**config.mk**
```make
export PLATFORM = sky130hd
export DESIGN_NAME = rssi_div
export DESIGN_NICKNAME = d
export VERILOG_FILES = /design/src/design/rssi_pkg.sv /design/src/design/rssi_div.sv
export SDC_FILE = /design/constraint.sdc
export NUM_CORES = 2
export LEC_CHECK = 0
export BUFFER_PORTS_ARGS = -buffer_cell sky130_fd_sc_hd__buf_2
export CAP_MARGIN = 25
export CORE_MARGIN = 8
export CORE_UTILIZATION = 35
export CTS_CLUSTER_SIZE = 12
export DETAILED_ROUTE_END_ITERATION = 8
export PLACE_DENSITY = 0.57
export SLEW_MARGIN = 20
export SYNTH_ARGS = -nofsm -noshare
export SYNTH_HDL_FRONTEND = slang
export SYNTH_MEMORY_MAX_BITS = 65536
export SYNTH_SLANG_ARGS = --single-unit
```
**constraint.sdc**
```tcl
create_clock -name clk_i -period 3.9 [get_ports clk_i]
set_input_delay 0.195 -clock clk_i [delete_from_list [all_inputs] [get_ports clk_i]]
set_output_delay 0.195 -clock clk_i [all_outputs]
set_load 0.01 [all_outputs]
```
**src/design/rssi_pkg.sv**
```systemverilog
// ----------------------------------------------------------------------------
// rssi_pkg
// shared types, constants and helpers of the ray / sheet slab intersect block
// ----------------------------------------------------------------------------
`default_nettype none

package rssi_pkg;

  localparam int DATA_W        = 32;
  localparam int FRAC_BITS_DEF = 16;
  localparam int CFG_W         = 64;
  localparam int CFG_IDX_W     = 3;
  localparam int HALF_W        = 31;
  localparam int IN_TDATA_W    = 256;
  localparam int OUT_TDATA_W   = 72;

  // pipeline depths
  localparam int XF_LAT   = 3;              // input, products, sums
  localparam int DIV_BITS = 32;             // one quotient bit per stage
  localparam int DIV_LAT  = DIV_BITS + 2;   // prep + bit stages + fix-up
  localparam int CLIP_LAT = 3;
  localparam int LAT      = XF_LAT + DIV_LAT + CLIP_LAT;

  localparam logic signed [DATA_W-1:0] S32_MAX = 32'sh7FFF_FFFF;
  localparam logic signed [DATA_W-1:0] S32_MIN = 32'sh8000_0000;

  typedef enum logic [CFG_IDX_W-1:0] {
    CFG_PAIR_A    = 3'd0,
    CFG_PAIR_B    = 3'd1,
    CFG_PAIR_C    = 3'd2,
    CFG_PAIR_D    = 3'd3,
    CFG_LAST_SH_X = 3'd4,
    CFG_SHIFT_YZ  = 3'd5,
    CFG_HALF_W    = 3'd6,
    CFG_HALF_H    = 3'd7
  } cfg_reg_e;

  // input transfer, origin_x in the lowest bits
  typedef struct packed {
    logic signed [DATA_W-1:0] range_far;
    logic signed [DATA_W-1:0] range_near;
    logic signed [DATA_W-1:0] heading_z;
    logic signed [DATA_W-1:0] heading_y;
    logic signed [DATA_W-1:0] heading_x;
    logic signed [DATA_W-1:0] origin_z;
    logic signed [DATA_W-1:0] origin_y;
    logic signed [DATA_W-1:0] origin_x;
  } ray_t;

  // per-ray range bounds and flags that ride beside the dividers
  typedef struct packed {
    logic signed [DATA_W-1:0] near;
    logic signed [DATA_W-1:0] far;
    logic                     zero_x;
    logic                     zero_y;
    logic                     zero_z;
    logic                     pass_x;
    logic                     pass_y;
    logic                     pass_z;
    logic                     dz_pos;
  } side_t;

  function automatic logic signed [DATA_W-1:0] sat32(input logic signed [65:0] v);
    logic signed [DATA_W-1:0] r;
    if (v > 66'sh0_7FFF_FFFF) begin
      r = S32_MAX;
    end else if (v < -66'sh0_8000_0000) begin
      r = S32_MIN;
    end else begin
      r = v[DATA_W-1:0];
    end
    return r;
  endfunction

  function automatic logic signed [DATA_W-1:0] smax(input logic signed [DATA_W-1:0] a,
                                                    input logic signed [DATA_W-1:0] b);
    return (a > b) ? a : b;
  endfunction

  function automatic logic signed [DATA_W-1:0] smin(input logic signed [DATA_W-1:0] a,
                                                    input logic signed [DATA_W-1:0] b);
    return (a < b) ? a : b;
  endfunction

endpackage

`default_nettype wire

```
**src/design/rssi_div.sv**
```systemverilog
// ----------------------------------------------------------------------------
// rssi_div
// pipelined restoring divider, (diff << FRAC_BITS) / dir, truncating, saturated
// ----------------------------------------------------------------------------
`default_nettype none

module rssi_div #(
  parameter int FRAC_BITS = rssi_pkg::FRAC_BITS_DEF
) (
  input  wire                                 clk_i,
  input  wire                                 en_i,
  input  wire signed [33:0]                   diff_i,
  input  wire signed [rssi_pkg::DATA_W-1:0]   dir_i,
  output logic signed [rssi_pkg::DATA_W-1:0]  quot_o
);

  localparam int NUM_W = 34 + FRAC_BITS;
  localparam int NB    = rssi_pkg::DIV_BITS;

  logic [33:0]      diff_mag;
  logic [NUM_W-1:0] num_mag;
  logic [NB-1:0]    dir_mag;
  logic             ovf_d;

  logic [NB-1:0] rem_q [NB+1];
  logic [NB-1:0] low_q [NB+1];
  logic [NB-1:0] quo_q [NB+1];
  logic [NB-1:0] dm_q  [NB+1];
  logic          neg_q [NB+1];
  logic          ovf_q [NB+1];

  logic signed [rssi_pkg::DATA_W-1:0] quot_d, quot_q;

  // magnitudes, sign and overflow (quotient of 2^32 or more)
  always_comb begin
    diff_mag = diff_i[33] ? 34'(-diff_i) : diff_i;
    num_mag  = {diff_mag, {FRAC_BITS{1'b0}}};
    dir_mag  = dir_i[rssi_pkg::DATA_W-1] ? NB'(-dir_i) : dir_i;
    ovf_d    = (NUM_W'(num_mag >> NB)) >= NUM_W'(dir_mag);
  end

  always_ff @(posedge clk_i) begin
    if (en_i) begin
      rem_q[0] <= NB'(num_mag >> NB);
      low_q[0] <= num_mag[NB-1:0];
      quo_q[0] <= '0;
      dm_q[0]  <= dir_mag;
      neg_q[0] <= diff_i[33] ^ dir_i[rssi_pkg::DATA_W-1];
      ovf_q[0] <= ovf_d;
    end
  end

  for (genvar k = 0; k < NB; k++) begin : g_bit
    logic [NB:0] r2;
    logic        ge;
    assign r2 = {rem_q[k], low_q[k][NB-1]};
    assign ge = r2 >= {1'b0, dm_q[k]};
    always_ff @(posedge clk_i) begin
      if (en_i) begin
        rem_q[k+1] <= ge ? NB'(r2 - {1'b0, dm_q[k]}) : r2[NB-1:0];
        low_q[k+1] <= {low_q[k][NB-2:0], 1'b0};
        quo_q[k+1] <= {quo_q[k][NB-2:0], ge};
        dm_q[k+1]  <= dm_q[k];
        neg_q[k+1] <= neg_q[k];
        ovf_q[k+1] <= ovf_q[k];
      end
    end
  end

  // sign and saturation
  always_comb begin
    if (ovf_q[NB]) begin
      quot_d = neg_q[NB] ? rssi_pkg::S32_MIN : rssi_pkg::S32_MAX;
    end else if (neg_q[NB]) begin
      quot_d = (quo_q[NB] > 32'h8000_0000) ? rssi_pkg::S32_MIN : 32'(-quo_q[NB]);
    end else begin
      quot_d = quo_q[NB][NB-1] ? rssi_pkg::S32_MAX : quo_q[NB];
    end
  end

  always_ff @(posedge clk_i) begin
    if (en_i) begin
      quot_q <= quot_d;
    end
  end

  assign quot_o = quot_q;

endmodule

`default_nettype wire

```
Word-level counts from Yosys, hierarchy flattened
Memories as Yosys holds them, arrays and structs flattened.
Cells that the tools add are included.

cells by class
  add/subtract/negate cells = 35
  $lt $le $gt $ge = 34
  muxes and demuxes = 41
  bitwise operators = 1

operators by type and width
  operator                                     count
  two-way mux 32 bit                           37
  >= comparator 33 x 32 -> 1 bit               32
  subtractor 32 bit                            32
  negation 32 bit                              2
  two-way mux 34 bit                           1
  negation 34 bit                              1
  >= comparator 18 x 32 -> 1 bit               1
  > comparator 32 bit (second input constant)  1
  two-way mux 31 bit                           1
  two-way mux 1 bit                            2
  XOR 1 bit                                    1

word-level totals
  register bits after elaboration = 32
  memory bits (writable) = 4,257
  bits of input ports = 68
  output and inout bits = 32
  word-level logic and storage cells = 118
  memories kept = 6

memory list
  name   depth  bits a word  read ports  clocked after memory_dff  write ports  RTL line        RTL
  dm_q   33     32           32          0                         33           rssi_div.sv:28  logic [NB-1:0] dm_q [NB+1];
  quo_q  33     32           33          0                         33           rssi_div.sv:27  logic [NB-1:0] quo_q [NB+1];
  rem_q  33     32           32          0                         33           rssi_div.sv:25  logic [NB-1:0] rem_q [NB+1];
  low_q  33     31           32          0                         33           rssi_div.sv:26  logic [NB-1:0] low_q [NB+1];
  neg_q  33     1            33          0                         33           rssi_div.sv:29  logic neg_q [NB+1];
  ovf_q  33     1            33          0                         33           rssi_div.sv:30  logic ovf_q [NB+1];

Depth between registers and ports, before layout
An unclocked memory read counts as a cell.

  depth in word-level cells = 5
  mapped depth = 18
  mapped depth without buffers = 18

Least setup slack after synthesis
No wires, ideal clock.

  kind = input port to flip-flop
  start point = in diff_i[13]
  end point = mem ovf_q[0], data pin
  setup time = 256 ps
  arrival time = 3,612 ps
  required time = 3,644 ps
  setup slack = 32 ps
  stages on the path = 15
  buffers on the path = 0
  cell sequence = or4_1 -> or4_1 -> or3_1 -> o41ai_1 -> xnor2_1 -> ha_1 -> a21o_1 -> a21o_1 -> a21oi_1 -> o21ai_0 -> a21o_1 -> a21o_1 -> a211oi_1 -> o31ai_1 -> and4b_1

RTL lines
  item         RTL line        RTL
  from (decl)  rssi_div.sv:12  input wire signed [33:0] diff_i,
  to (decl)    rssi_div.sv:30

==> out/results.txt <==
XOR/XNOR Fraction of Synth Area: 0.0495
max-slew violations: 0
HPWL reported at the end of detailed placement: 256 mm
PortBufs: 99
overall die width: 672 um
number of buffers created by CTS: 311
buffer cell driving the clock tree root: sky130_fd_sc_hd__clkbuf_16
start-to-end type of the worst setup path: in2reg
area overhead of the layout relative to synthesis: 15.6%
number of ports placed on the die boundary: 100
ratio of total power to cell area: 789 nW/um2
DRC Markers: 0
min cycle time layout: 3.80 ns
CORE AREA: 428000 um2
register bit count reported by yosys: 2796
most used standard cell by instance count after synthesis: sky130_fd_sc_hd__edfxtp_1
Unique masters post-synth: 91
clock tree from TritonCTS: built
chain of cells forming the critical path: dlygate4sd3_1, buf_2, or4_1, or4_4, buf_4, or3_1, o31ai_1, xnor2_1, ha_1, a21o_1, a21o_1, a21oi_1, o21ai_0, a21o_1, a21o_1, a211oi_2, o31ai_1, and4b_1
top cells by area in the synthesized netlist: sky130_fd_sc_hd__edfxtp_1 (56%), sky130_fd_sc_hd__ha_1 (8.6%), sky130_fd_sc_hd__mux2_2 (3.6%), sky130_fd_sc_hd__a21oi_1 (3.3%), sky130_fd_sc_hd__inv_1 (3.2%)
summed negative setup slack over all endpoints: 0 ns
cell class contributing the biggest share of worst-path delay: simple AND/OR/NAND/NOR gates
final hold viol count: 0
Initial DRT Pass Iterations: 6
Die ar.: 451000 um2
relative contribution of sequential cells to total power: 0.346
buffer and inverter count on the worst path: 3
sum of routed wire length over all layers: 336 mm
effective utilization at floorplan: 0.352
Hold Path Class: in2reg
number of flops mapped to enable cells by yosys: 2796
vias in the first global route: 98500
maximum count of clock buffers along a single path: 4
overall power of the completed layout: 137 mW
cell with the most instances on the worst path: sky130_fd_sc_hd__a21o_1
clk_skew: 0.0442 ns
net switching power: 48.6 mW
Synth Instances: 12800
compound-gate portion of the synthesized area: 0.137
number of setup violations in the final report: 0
syn nets: 13900
fraction of layout cells with a size suffix above 1: 0.129
max-capacitance violation count: 0
critical path's largest stage delay: 0.55 ns
number of standard cells in the final layout excluding fillers: 19600
depth of the worst register-to-register path: 12
share of the synthesized area in the top cell type: 0.558
design internal power: 88.7 mW
clock network power share: 0.202
Netlist Area Pre-Place: 150000 um2
share of total power in combinational logic: 0.452
total of warnings raised by yosys: 0
number of cells on the worst hold path: 2
kind of capture point of the worst setup path: flip-flop
multiplexer share of the synthesized area: 0.0389
total congestion overflow after global routing: 0
final clock period utilization by the worst path: 0.975
top post-synthesis cells by count: sky130_fd_sc_hd__edfxtp_1 (2796), sky130_fd_sc_hd__inv_1 (1290), sky130_fd_sc_hd__ha_1 (1031)
number of antenna violations at the first check in global routing: 6
transition at the pin with the smallest max-transition slack: 1.05 ns
Crit path required time: 4.54 ns
GR Util All Layers: 0.144
sequential area share after synthesis: 0.558
detail-routed via count per cell: 4.99
Final GP Congestion: 0.888
Die Y-Extent: 672 um
unrepaired setup endpoints after global routing: true
largest area contributor in the netlist: sky130_fd_sc_hd__edfxtp_1
Critical Path Source Type: input port
worst-case headroom to the max-slew limit: 0.299
first-pass GRT wire length: 529 mm
maximum operating frequency: 263 MHz
via count: 97900
cell with the largest stage delay on the worst path: sky130_fd_sc_hd__dlygate4sd3_1
Reg clk slew, reported paths: 0.06 ns
number of nets still failing antenna checks after routing: 0
main combinational cell family by area after synthesis: compound AO/OA/AOI/OAI gates
total instance count after detailed placement: 18900
number of DRC markers after the initial detailed-route iteration: 5424
largest voltage drop on the vdd net: 0.406 mV
cell leakage power: 69.7 nW
routed len/inst: 17.1 um
Skew-Pair Late Insertion Delay: 0.91 ns
outcome: finished clean
final hold slack: 0.129 ns
mean instance size in the synthesized netlist: 11.8 um2
net switching share of the total power: 0.354
flip-flop cell with the highest count after synthesis: sky130_fd_sc_hd__edfxtp_1
CP Data Arrival Time: 4.44 ns
H-tree levels: 5
Site Rows: 240
Synth async-reset ratio: 0
peak fanout along the critical path: 3
Synth Area in Adders: 0.0899
pin count of the biggest net entering global routing: 153
clock sink count: 2796
number of nets in the final layout: 14800
post-synthesis simple-gate area fraction: 0.0879
CP Depth: 18
metrics by stage:
| stage | cell area (um2) | worst slack (ns) | utilization |
|---|---|---|---|
| CTS | 174000 | 0.00224 | 0.406 |
| global route | 174000 | -0.151 | 0.407 |
| finish | 174000 | 0.0957 | 0.407 |
| global placement | 163000 | -0.499 | 0.381 |
| floorplan | 150000 | 0.0316 | - |
| detailed placement | 163000 | -0.350 | 0.381 |
logic make-up after synthesis:
family,count (synthesis)
simple gates,2716
buf+inv,1549
xor+xnor,850
compound gates,3274
mux,525
fa+ha+maj,1062
flops,2796
worst reg2reg max path: cells and delay by family, from the launching register on:
family	cells	cell delay (ns)
simple gates	7	2.27
compound gates	2	0.44
flops	1	0.43
buf+inv	2	0.25
fa+ha+maj	1	0.14
path summary, 6_finish.rpt:
kind / from / to / slack (ns)
hold / removal: dir_i[0] / dm_q[0][0] / 0.13
setup / recovery: diff_i[13] / ovf_q[0] / 0.1
hold reg to reg: quo_q[0][1016] / quo_q[0][1049] / 0.39
setup reg to reg: quo_q[0][1024] / quot_o[31] / 0.12
layout make-up:
type / instances / area, um2
Tap cell: 5687 / 7120
Clock inverter: 153 / 1410
Sequential cell: 2796 / 84000
Fill cell: 40600 / 254000
Inverter: 1292 / 4850
Clock buffer: 376 / 8110
Antenna cell: 20 / 50.0
Timing Repair Buffer: 867 / 7360
Multi-Input combinational cell: 8427 / 61100
routing by layer:
| metal | wire, um | GRT usage | vias up |
|---|---|---|---|
| li1 | - | - | 49100 |
| met1 | 134000 | 0.158 | 46600 |
| met2 | 177000 | 0.277 | 1517 |
| met3 | 10200 | 0.0165 | 684 |
| met4 | 14900 | 0.0605 | 2 |
| met5 | 18 | 0 | - |
state kept, by name (all words and copies together), names as in the netlist:
| signal | cells |
|---|---|
| dm_q | 1024 |
| low_q | 136 |
| neg_q | 33 |
| ovf_q | 33 |
| quo_q | 528 |
| quot_o | 32 |
| rem_q | 1010 |
power groups by stage:
stage                     registers [mW]  clock network (mW)  logic [mW]
after floorplan                     46.1                   0        44.8
after CTS                           47.6                28.8        62.0
after global routing                48.2                29.8        69.1
after detailed placement            48.1                   0        61.3
final                               47.5                27.8        62.0
after global placement              48.1                   0        60.9
repair_timing:
action,in CTS,in global routing
endpoints found under the setup margin,97,333
setup buffers,0,7
hold endpoints to repair,225,0
hold buffers,125,0
resized for setup,10,67
pin swaps,0,14
gates cloned,0,2
cell usage in the layout (no fill, tap or decap), types with 301 or more instances in the layout:
cell type | Yosys | layout
sky130_fd_sc_hd__ha_1 | 1031 | 1030
sky130_fd_sc_hd__edfxtp_1 | 2796 | 2796
sky130_fd_sc_hd__inv_1 | 1290 | 1287
sky130_fd_sc_hd__xor2_1 | 301 | 301
sky130_fd_sc_hd__nand2_1 | 769 | 769
sky130_fd_sc_hd__o21ai_0 | 769 | 759
sky130_fd_sc_hd__mux2_2 | 478 | 478
sky130_fd_sc_hd__nor2_1 | 694 | 693
sky130_fd_sc_hd__a21oi_1 | 988 | 979
sky130_fd_sc_hd__clkbuf_16 | 0 | 317
sky130_fd_sc_hd__xnor2_1 | 549 | 549
sky130_fd_sc_hd__buf_4 | 0 | 581
sky130_fd_sc_hd__a21o_1 | 447 | 446
No activity file was read; power rests on OpenSTA's default activity.
