==> config.mk <==
export PLATFORM = sky130hd
export DESIGN_NAME = rssi_clip
export DESIGN_NICKNAME = d
export VERILOG_FILES = /design/src/design/rssi_pkg.sv /design/src/design/rssi_clip.sv
export SDC_FILE = /design/constraint.sdc
export NUM_CORES = 1
export LEC_CHECK = 0
export BUFFER_PORTS_ARGS = -buffer_cell sky130_fd_sc_hd__buf_4
export CORE_UTILIZATION = 50
export DETAILED_ROUTE_END_ITERATION = 8
export GPL_ROUTABILITY_DRIVEN = 1
export PLACE_DENSITY = 0.66
export SYNTH_ARGS = -nofsm -noshare
export SYNTH_HDL_FRONTEND = slang
export SYNTH_SLANG_ARGS = --single-unit
==> constraint.sdc <==
create_clock -name clk_i -period 6.16 [get_ports clk_i]
set_input_delay 1.232 -clock clk_i [delete_from_list [all_inputs] [get_ports clk_i]]
set_output_delay 1.232 -clock clk_i [all_outputs]
set_load 0.005 [all_outputs]
==> src/design/rssi_pkg.sv <==
// ----------------------------------------------------------------------------
// rssi_pkg
// shared types, constants and helpers of the ray / sheet slab intersect block
// ----------------------------------------------------------------------------
`default_nettype none

package rssi_pkg;

  localparam int DATA_W        = 32;
  localparam int FRAC_BITS_DEF = 16;
  localparam int CFG_W         = 64;
  localparam int CFG_IDX_W     = 3;
  localparam int HALF_W        = 31;
  localparam int IN_TDATA_W    = 256;
  localparam int OUT_TDATA_W   = 72;

  // pipeline depths
  localparam int XF_LAT   = 3;              // input, products, sums
  localparam int DIV_BITS = 32;             // one quotient bit per stage
  localparam int DIV_LAT  = DIV_BITS + 2;   // prep + bit stages + fix-up
  localparam int CLIP_LAT = 3;
  localparam int LAT      = XF_LAT + DIV_LAT + CLIP_LAT;

  localparam logic signed [DATA_W-1:0] S32_MAX = 32'sh7FFF_FFFF;
  localparam logic signed [DATA_W-1:0] S32_MIN = 32'sh8000_0000;

  typedef enum logic [CFG_IDX_W-1:0] {
    CFG_PAIR_A    = 3'd0,
    CFG_PAIR_B    = 3'd1,
    CFG_PAIR_C    = 3'd2,
    CFG_PAIR_D    = 3'd3,
    CFG_LAST_SH_X = 3'd4,
    CFG_SHIFT_YZ  = 3'd5,
    CFG_HALF_W    = 3'd6,
    CFG_HALF_H    = 3'd7
  } cfg_reg_e;

  // input transfer, origin_x in the lowest bits
  typedef struct packed {
    logic signed [DATA_W-1:0] range_far;
    logic signed [DATA_W-1:0] range_near;
    logic signed [DATA_W-1:0] heading_z;
    logic signed [DATA_W-1:0] heading_y;
    logic signed [DATA_W-1:0] heading_x;
    logic signed [DATA_W-1:0] origin_z;
    logic signed [DATA_W-1:0] origin_y;
    logic signed [DATA_W-1:0] origin_x;
  } ray_t;

  // per-ray range bounds and flags that ride beside the dividers
  typedef struct packed {
    logic signed [DATA_W-1:0] near;
    logic signed [DATA_W-1:0] far;
    logic                     zero_x;
    logic                     zero_y;
    logic                     zero_z;
    logic                     pass_x;
    logic                     pass_y;
    logic                     pass_z;
    logic                     dz_pos;
  } side_t;

  function automatic logic signed [DATA_W-1:0] sat32(input logic signed [65:0] v);
    logic signed [DATA_W-1:0] r;
    if (v > 66'sh0_7FFF_FFFF) begin
      r = S32_MAX;
    end else if (v < -66'sh0_8000_0000) begin
      r = S32_MIN;
    end else begin
      r = v[DATA_W-1:0];
    end
    return r;
  endfunction

  function automatic logic signed [DATA_W-1:0] smax(input logic signed [DATA_W-1:0] a,
                                                    input logic signed [DATA_W-1:0] b);
    return (a > b) ? a : b;
  endfunction

  function automatic logic signed [DATA_W-1:0] smin(input logic signed [DATA_W-1:0] a,
                                                    input logic signed [DATA_W-1:0] b);
    return (a < b) ? a : b;
  endfunction

endpackage

`default_nettype wire

==> src/design/rssi_clip.sv <==
// ----------------------------------------------------------------------------
// rssi_clip
// three-stage range narrowing and hit decision
// ----------------------------------------------------------------------------
`default_nettype none

module rssi_clip (
  input  wire                                 clk_i,
  input  wire                                 en_i,
  input  rssi_pkg::side_t                     side_i,
  input  wire signed [rssi_pkg::DATA_W-1:0]   tx0_i,
  input  wire signed [rssi_pkg::DATA_W-1:0]   tx1_i,
  input  wire signed [rssi_pkg::DATA_W-1:0]   ty0_i,
  input  wire signed [rssi_pkg::DATA_W-1:0]   ty1_i,
  input  wire signed [rssi_pkg::DATA_W-1:0]   tz_i,
  output logic                                hit_o,
  output logic signed [rssi_pkg::DATA_W-1:0]  enter_o,
  output logic signed [rssi_pkg::DATA_W-1:0]  exit_o
);

  logic signed [rssi_pkg::DATA_W-1:0] near_q, far_q;
  logic signed [rssi_pkg::DATA_W-1:0] xlo_q, xhi_q, ylo_q, yhi_q, zlo_q, zhi_q;
  logic signed [rssi_pkg::DATA_W-1:0] tmin_q, tmax_q;
  logic signed [rssi_pkg::DATA_W-1:0] enter_q, exit_q;
  logic fail_a_q, fail_b_q, hit_q, hit_d;

  // stage a: order each slab's pair, neutral bounds for skipped slabs
  always_ff @(posedge clk_i) begin
    if (en_i) begin
      near_q   <= side_i.near;
      far_q    <= side_i.far;
      fail_a_q <= (side_i.zero_x & ~side_i.pass_x) | (side_i.zero_y & ~side_i.pass_y) |
                  (side_i.zero_z & ~side_i.pass_z);
      xlo_q <= side_i.zero_x ? rssi_pkg::S32_MIN : rssi_pkg::smin(tx0_i, tx1_i);
      xhi_q <= side_i.zero_x ? rssi_pkg::S32_MAX : rssi_pkg::smax(tx0_i, tx1_i);
      ylo_q <= side_i.zero_y ? rssi_pkg::S32_MIN : rssi_pkg::smin(ty0_i, ty1_i);
      yhi_q <= side_i.zero_y ? rssi_pkg::S32_MAX : rssi_pkg::smax(ty0_i, ty1_i);
      zlo_q <= (side_i.zero_z | ~side_i.dz_pos) ? rssi_pkg::S32_MIN : tz_i;
      zhi_q <= (side_i.zero_z | side_i.dz_pos) ? rssi_pkg::S32_MAX : tz_i;
    end
  end

  // stage b: narrowed range
  always_ff @(posedge clk_i) begin
    if (en_i) begin
      tmin_q   <= rssi_pkg::smax(rssi_pkg::smax(near_q, xlo_q), rssi_pkg::smax(ylo_q, zlo_q));
      tmax_q   <= rssi_pkg::smin(rssi_pkg::smin(far_q, xhi_q), rssi_pkg::smin(yhi_q, zhi_q));
      fail_b_q <= fail_a_q;
    end
  end

  // stage c: decision
  assign hit_d = ~fail_b_q & (tmin_q <= tmax_q);

  always_ff @(posedge clk_i) begin
    if (en_i) begin
      hit_q   <= hit_d;
      enter_q <= hit_d ? tmin_q : rssi_pkg::S32_MAX;
      exit_q  <= hit_d ? tmax_q : rssi_pkg::S32_MAX;
    end
  end

  assign hit_o   = hit_q;
  assign enter_o = enter_q;
  assign exit_o  = exit_q;

endmodule

`default_nettype wire

* Word-level counts from Yosys, hierarchy flattened
Cells that the tools add are included.
** Storage, ports and cells
- Word-level logic and storage cells :: 49
- Output and inout port bits :: 65
- Bits in registers :: 387
** Operators by class
- Magnitude comparators :: 11
- Mux-type cells :: 10
- Bitwise logic cells :: 13
** Operators by type and width (count)
- two-way mux 32 bit :: 10
- greater-than comparator 32 bit :: 5
- less-than comparator 32 bit :: 5
- <= comparator 32 bit :: 1
- inverter 1 bit :: 5
- AND 1 bit :: 4
- OR 1 bit :: 4

* Depth between registers and ports, before layout
- Word-level depth :: 4
- Gate-level depth with buffers :: 26
- Mapped depth without buffers :: 23

* Worst setup path before layout
OpenSTA, ideal clock, no wires.
- Path type :: register to register
- From :: register near_q[17] (netlist bit)
- To :: register tmin_q[10] (netlist bit) (data pin)
- Arrival :: 4.926 ns
- Path buffers :: 2
- Required time :: 5.895 ns
- Stages on the path, launching flop included :: 25
- Setup slack :: 0.969 ns
- Cell sequence :: edfxtp_1 -> ha_1 -> a21o_1 -> a21o_1 -> a21o_1 -> a21o_1 -> a221oi_1 -> o21bai_1 -> a21o_1 -> o31ai_2 -> buf_2 -> mux2i_1 -> inv_1 -> ha_1 -> a21o_1 -> a21o_1 -> a21oi_1 -> nor2_1 -> a211oi_1 -> o21ai_0 -> a22oi_1 -> o211ai_1 -> mux2i_1 -> buf_2 -> mux2i_1
** On the way
- Longest elaborated chain between the ends :: 4
** RTL lines
- start: declaration :: line rssi_clip.sv:21 : logic signed [rssi_pkg::DATA_W-1:0] near_q, far_q;
- start signal: assignment :: line rssi_clip.sv:30 : near_q <= side_i.near;
- greater-than comparator 32 bit :: line rssi_pkg.sv:77 : return (a > b) ? a : b;
- two-way mux 32 bit * :: line rssi_pkg.sv:77
- greater-than comparator 32 bit :: line rssi_pkg.sv:77
- two-way mux 32 bit * :: line rssi_pkg.sv:77
- end signal: assignment :: line rssi_clip.sv:46 : tmin_q <= rssi_pkg::smax(rssi_pkg::smax(near_q, xlo_q), rssi_pkg::smax(ylo_q, zlo_q));
- end: declaration :: line rssi_clip.sv:23 : logic signed [rssi_pkg::DATA_W-1:0] tmin_q, tmax_q;
Every way passes the cells marked *; elsewhere a longest branch is shown, timed or not.
A chain may end at the register's enable or synchronous reset.

* Final worst setup path
- From :: register ylo_q[9] (netlist bit)
- To :: register tmin_q[9] (netlist bit) (data pin)
** On the way
- Longest elaborated chain between the ends :: 4
** RTL lines
- start: declaration :: line rssi_clip.sv:22 : logic signed [rssi_pkg::DATA_W-1:0] xlo_q, xhi_q, ylo_q, yhi_q, zlo_q, zhi_q;
- start signal: assignment :: line rssi_clip.sv:36 : ylo_q <= side_i.zero_y ? rssi_pkg::S32_MIN : rssi_pkg::smin(ty0_i, ty1_i);
- greater-than comparator 32 bit :: line rssi_pkg.sv:77
- two-way mux 32 bit * :: line rssi_pkg.sv:77
- greater-than comparator 32 bit :: line rssi_pkg.sv:77
- two-way mux 32 bit * :: line rssi_pkg.sv:77
Marks and branches as above.

==> key figures <==
Timing
  – Setup TNS: 0 ns
  – Min cycle time layout: 5.70 ns
  – Max-slew headroom: 15.6%
  – Final Hold Viols: 0
  – Endpoints failing setup: 0
  – Fmax achieved: approximately 0.18 GHz
  – Final setup skew: about 0.029 ns
  – Slew Viols, Final: 0
  – Final Cycle Share: 92.5%
  – RSZ-0062 raised after global routing: false
  – Worst slew pin tran: 1.27 ns

Synth
  – Synth Net Count: 2,713
  – Post-synthesis compound-gate area fraction: 11.3%
  – Mapped Cells: 2,195
  – XOR/XNOR Fraction of Synth Area: 0%
  – Largest family of logic cells by synthesized area: adder cells
  – Post-synthesis sequential area ratio: between 40% and 50%
  – EDFF count, synth: 387
  – Seq cells post-synth: approximately 390
  – Synth unique cells: 54
  – Multiplexer share of the synthesized area: between 6 and 7%
  – Async S/R FF share, synth: 0%
  – Synthesized area: 24,000 um2
  – Primary FF master, synth: edfxtp_1
  – Synth warn: 0
  – Simple-gate share of the synthesized area: 12.9%
  – Post-synthesis adder-cell area fraction: 14.8%
  – Avg Inst Size Synth: around 11 um2

GRT
  – First-pass GRT wire length: 107,000 um
  – Vias in the first global route: 17.5k
  – Total GRT Usage: 29.2%
  – Largest net degree at the start of global routing: 130
  – Gr ovfl total: 0
  – Initial antenna violation count: 1

Cells and area
  – Register area: 11,600 um2
  – Layout overhead on the synthesized area: 19.0%
  – Most common cell after layout, fill and taps aside: edfxtp_1
  – Layout cells sized above 1: 18.0%
  – Fin cells: around 3.1k
  – Final #Nets: 3,009
  – Area of the multi-input gates: 11,100 um2
  – Highest-count cells in the layout ignoring fill and taps: 387 x edfxtp_1, 336 x buf_4, 285 x ha_1
  – N_diodes: 0
  – Filler cells: 3,918

Run
  – Max-cap violations: 0

Setup path
  – CP Launch Type: flip-flop
  – Worst path arrival time: approximately 6.1 ns
  – CP max FO: 14
  – Kind of critical path: flip-flop to flip-flop
  – Bufs and invs on worst path: 4
  – CP peak stage delay: 0.48 ns
  – Worst path slowest cell: edfxtp_1
  – Crit path capture type: flip-flop
  – CP Launch Point: ylo_q[9]
  – Crit path cell chain: ha_1, a21o_1, a21o_1, a21oi_1, o21ai_0, a31oi_2, a21boi_0, or3_1, a22o_2, buf_12, mux2i_1, buf_4, ha_1, nand4_1, nor2_1, inv_1, nor4_1, nand2_1, o211ai_1, mux2i_4, buf_4, mux2i_1
  – Data required, critical path: between 6 and 7 ns
  – Top Family by Delay on Critical Path: compound AO/OA/AOI/OAI gates
  – RR Startpoint: ylo_q[9]

Floorplan
  – Rows: 79
  – Die ar.: 48,900 um2
  – Initial Utilization: 51.2%
  – Boundary Pins: around 300
  – Chip width: 221 um
  – Core area: 47,000 um2
  – Die Height: 221 um

Power
  – Leakage: between 0.01 and 0.015 uW
  – Power Density: 339 nW/um2
  – VDD IR max: 250 uV

Clock tree
  – Clock Latency Late Sink: just under 0.6 ns
  – Root Buffer: clkbuf_16
  – Post-cts hold buffer count: 0
  – Post-CTS Setup Inserts: 0
  – Num CTS Buffers: 43
  – Clock sink total: 387
  – Clock slew at reported path FFs: 0.06 ns
  – CTS Buffer Depth: 3
  – CTS resizes: 0
  – TritonCTS clock tree: yes
  – H-tree levels: 2

Route
  – Vias: 17.9k
  – Drt pass-1 iters: 6
  – DR DRC count: 0
  – DR WL met3: 4810 um
  – Post-DRT Antenna Nets: 0
  – Final WL: 72,100 um
  – DRT met1 WL: ~32,000 um
  – Wire length per cell: 23.0 um
  – DRT iter0 DRCs: 1,435
  – Met2 WL: between 30,000 and 40,000 um
  – DR vias/cell: ~5.7
  – Top Layer Used: met4

Status
  – Status: completed

Place
  – Dpl hpwl: 57,900 um
  – Cells after DPL: 3,053
  – PortBufs: 297
  – GPL Wtd Cong: approximately 0.96

Min path
  – Worst Hold Class: flip-flop to flip-flop
  – Worst min-delay path startpoint: tmin_q[7]
[cell usage after synthesis, drive strengths merged (8+ instances only)]
master,n,area (um2)
a211o,32,280
a211oi,11,87.6
a21o,65,488
a21oi,98,490
a31oi,35,219
and2,33,206
buf,20,97.6
clkbuf,72,270
edfxtp,387,11600
ha,285,3570
inv,266,998
mux2i,166,1660
nand2,72,270
nand2b,107,669
nand3,43,215
nand4,57,357
nor2,104,390
nor2b,14,87.6
nor3,72,360
o211ai,8,60.1
o21a,48,360
o21ai,82,410
or2,33,206
or3,35,219
[per-layer routing]
metal | track usage [%] | vias to the layer above
met5 | 0 | -
met4 | 8.75 | 0
met3 | 3.65 | 100
met2 | 48.0 | 678
met1 | 40.4 | 8536
li1 | - | 8584
[cell type report]
cell class / instances / area share [%]
clock buffers: 48 / 3.90
flip-flops and latches: 387 / 40.7
multi-input cells: 1450 / 38.8
clock inverters: 29 / 1.20
inverters: 266 / 3.49
well taps: 607 / 2.66
repair buffers: 343 / 9.30
[path summary, 6_finish.rpt]
check / endpoint / slack (ns) / depth (start not counted)
min: enter_o[7] / 0.56 / 1
min reg2reg: enter_o[7] / 0.56 / 1
max: tmin_q[9] / 0.46 / 22
max reg2reg: tmin_q[9] / 0.46 / 22
[sequential cells by signal, summed over array words and instances, names as in the netlist]
| signal | cells |
|---|---|
| tmin_q | 32 |
| fail_b_q | 1 |
| yhi_q | 32 |
| zhi_q | 32 |
| xlo_q | 32 |
| ylo_q | 32 |
| far_q | 32 |
| fail_a_q | 1 |
| hit_o | 1 |
| tmax_q | 32 |
| near_q | 32 |
| xhi_q | 32 |
| zlo_q | 32 |
| exit_o | 32 |
| enter_o | 32 |
[worst reg2reg max path, stage by stage, from the launching register on]
cell and delay [ns]:
edfxtp_1 0.48, ha_1 0.36, a21o_1 0.18, a21o_1 0.16
a21oi_1 0.16, o21ai_0 0.14, a31oi_2 0.38, a21boi_0 0.18
or3_1 0.34, a22o_2 0.40, buf_12 0.21, mux2i_1 0.13
buf_4 0.16, ha_1 0.29, nand4_1 0.11, nor2_1 0.18
inv_1 0.06, nor4_1 0.38, nand2_1 0.12, o211ai_1 0.32
mux2i_4 0.33, buf_4 0.28, mux2i_1 0.23
[where the power goes]
group          internal (uW)  switching [uW]
clock                   1600            1070
sequential              3470             287
combinational           1400            1850
[metrics by stage]
| step | hold slack (ns) | setup slack [ns] | util (%) | instance area [um2] | power [uW] |
|---|---|---|---|---|---|
| 2_1_floorplan | 0.400 | 0.969 | - | 24000 | 5690 |
| 3_3_place_gp | 0.547 | 0.403 | 57.8 | 27100 | 6940 |
| 3_5_place_dp | 0.547 | 0.370 | 57.8 | 27100 | 7010 |
| 4_1_cts | 0.559 | 0.344 | 60.9 | 28600 | 9710 |
| 5_1_grt | 0.578 | 0.0936 | 60.9 | 28600 | 10200 |
| 6_report | 0.557 | 0.462 | 60.9 | 28600 | 9690 |
[cells by family after synthesis]
group                    Yosys count
AO/OA/AOI/OAI                    413
buffers and inverters            358
flip-flops                       387
multiplexers                     167
adder cells (fa/ha/maj)          285
AND/OR/NAND/NOR                  585
Note: power is estimated with default switching activity, not from simulation.
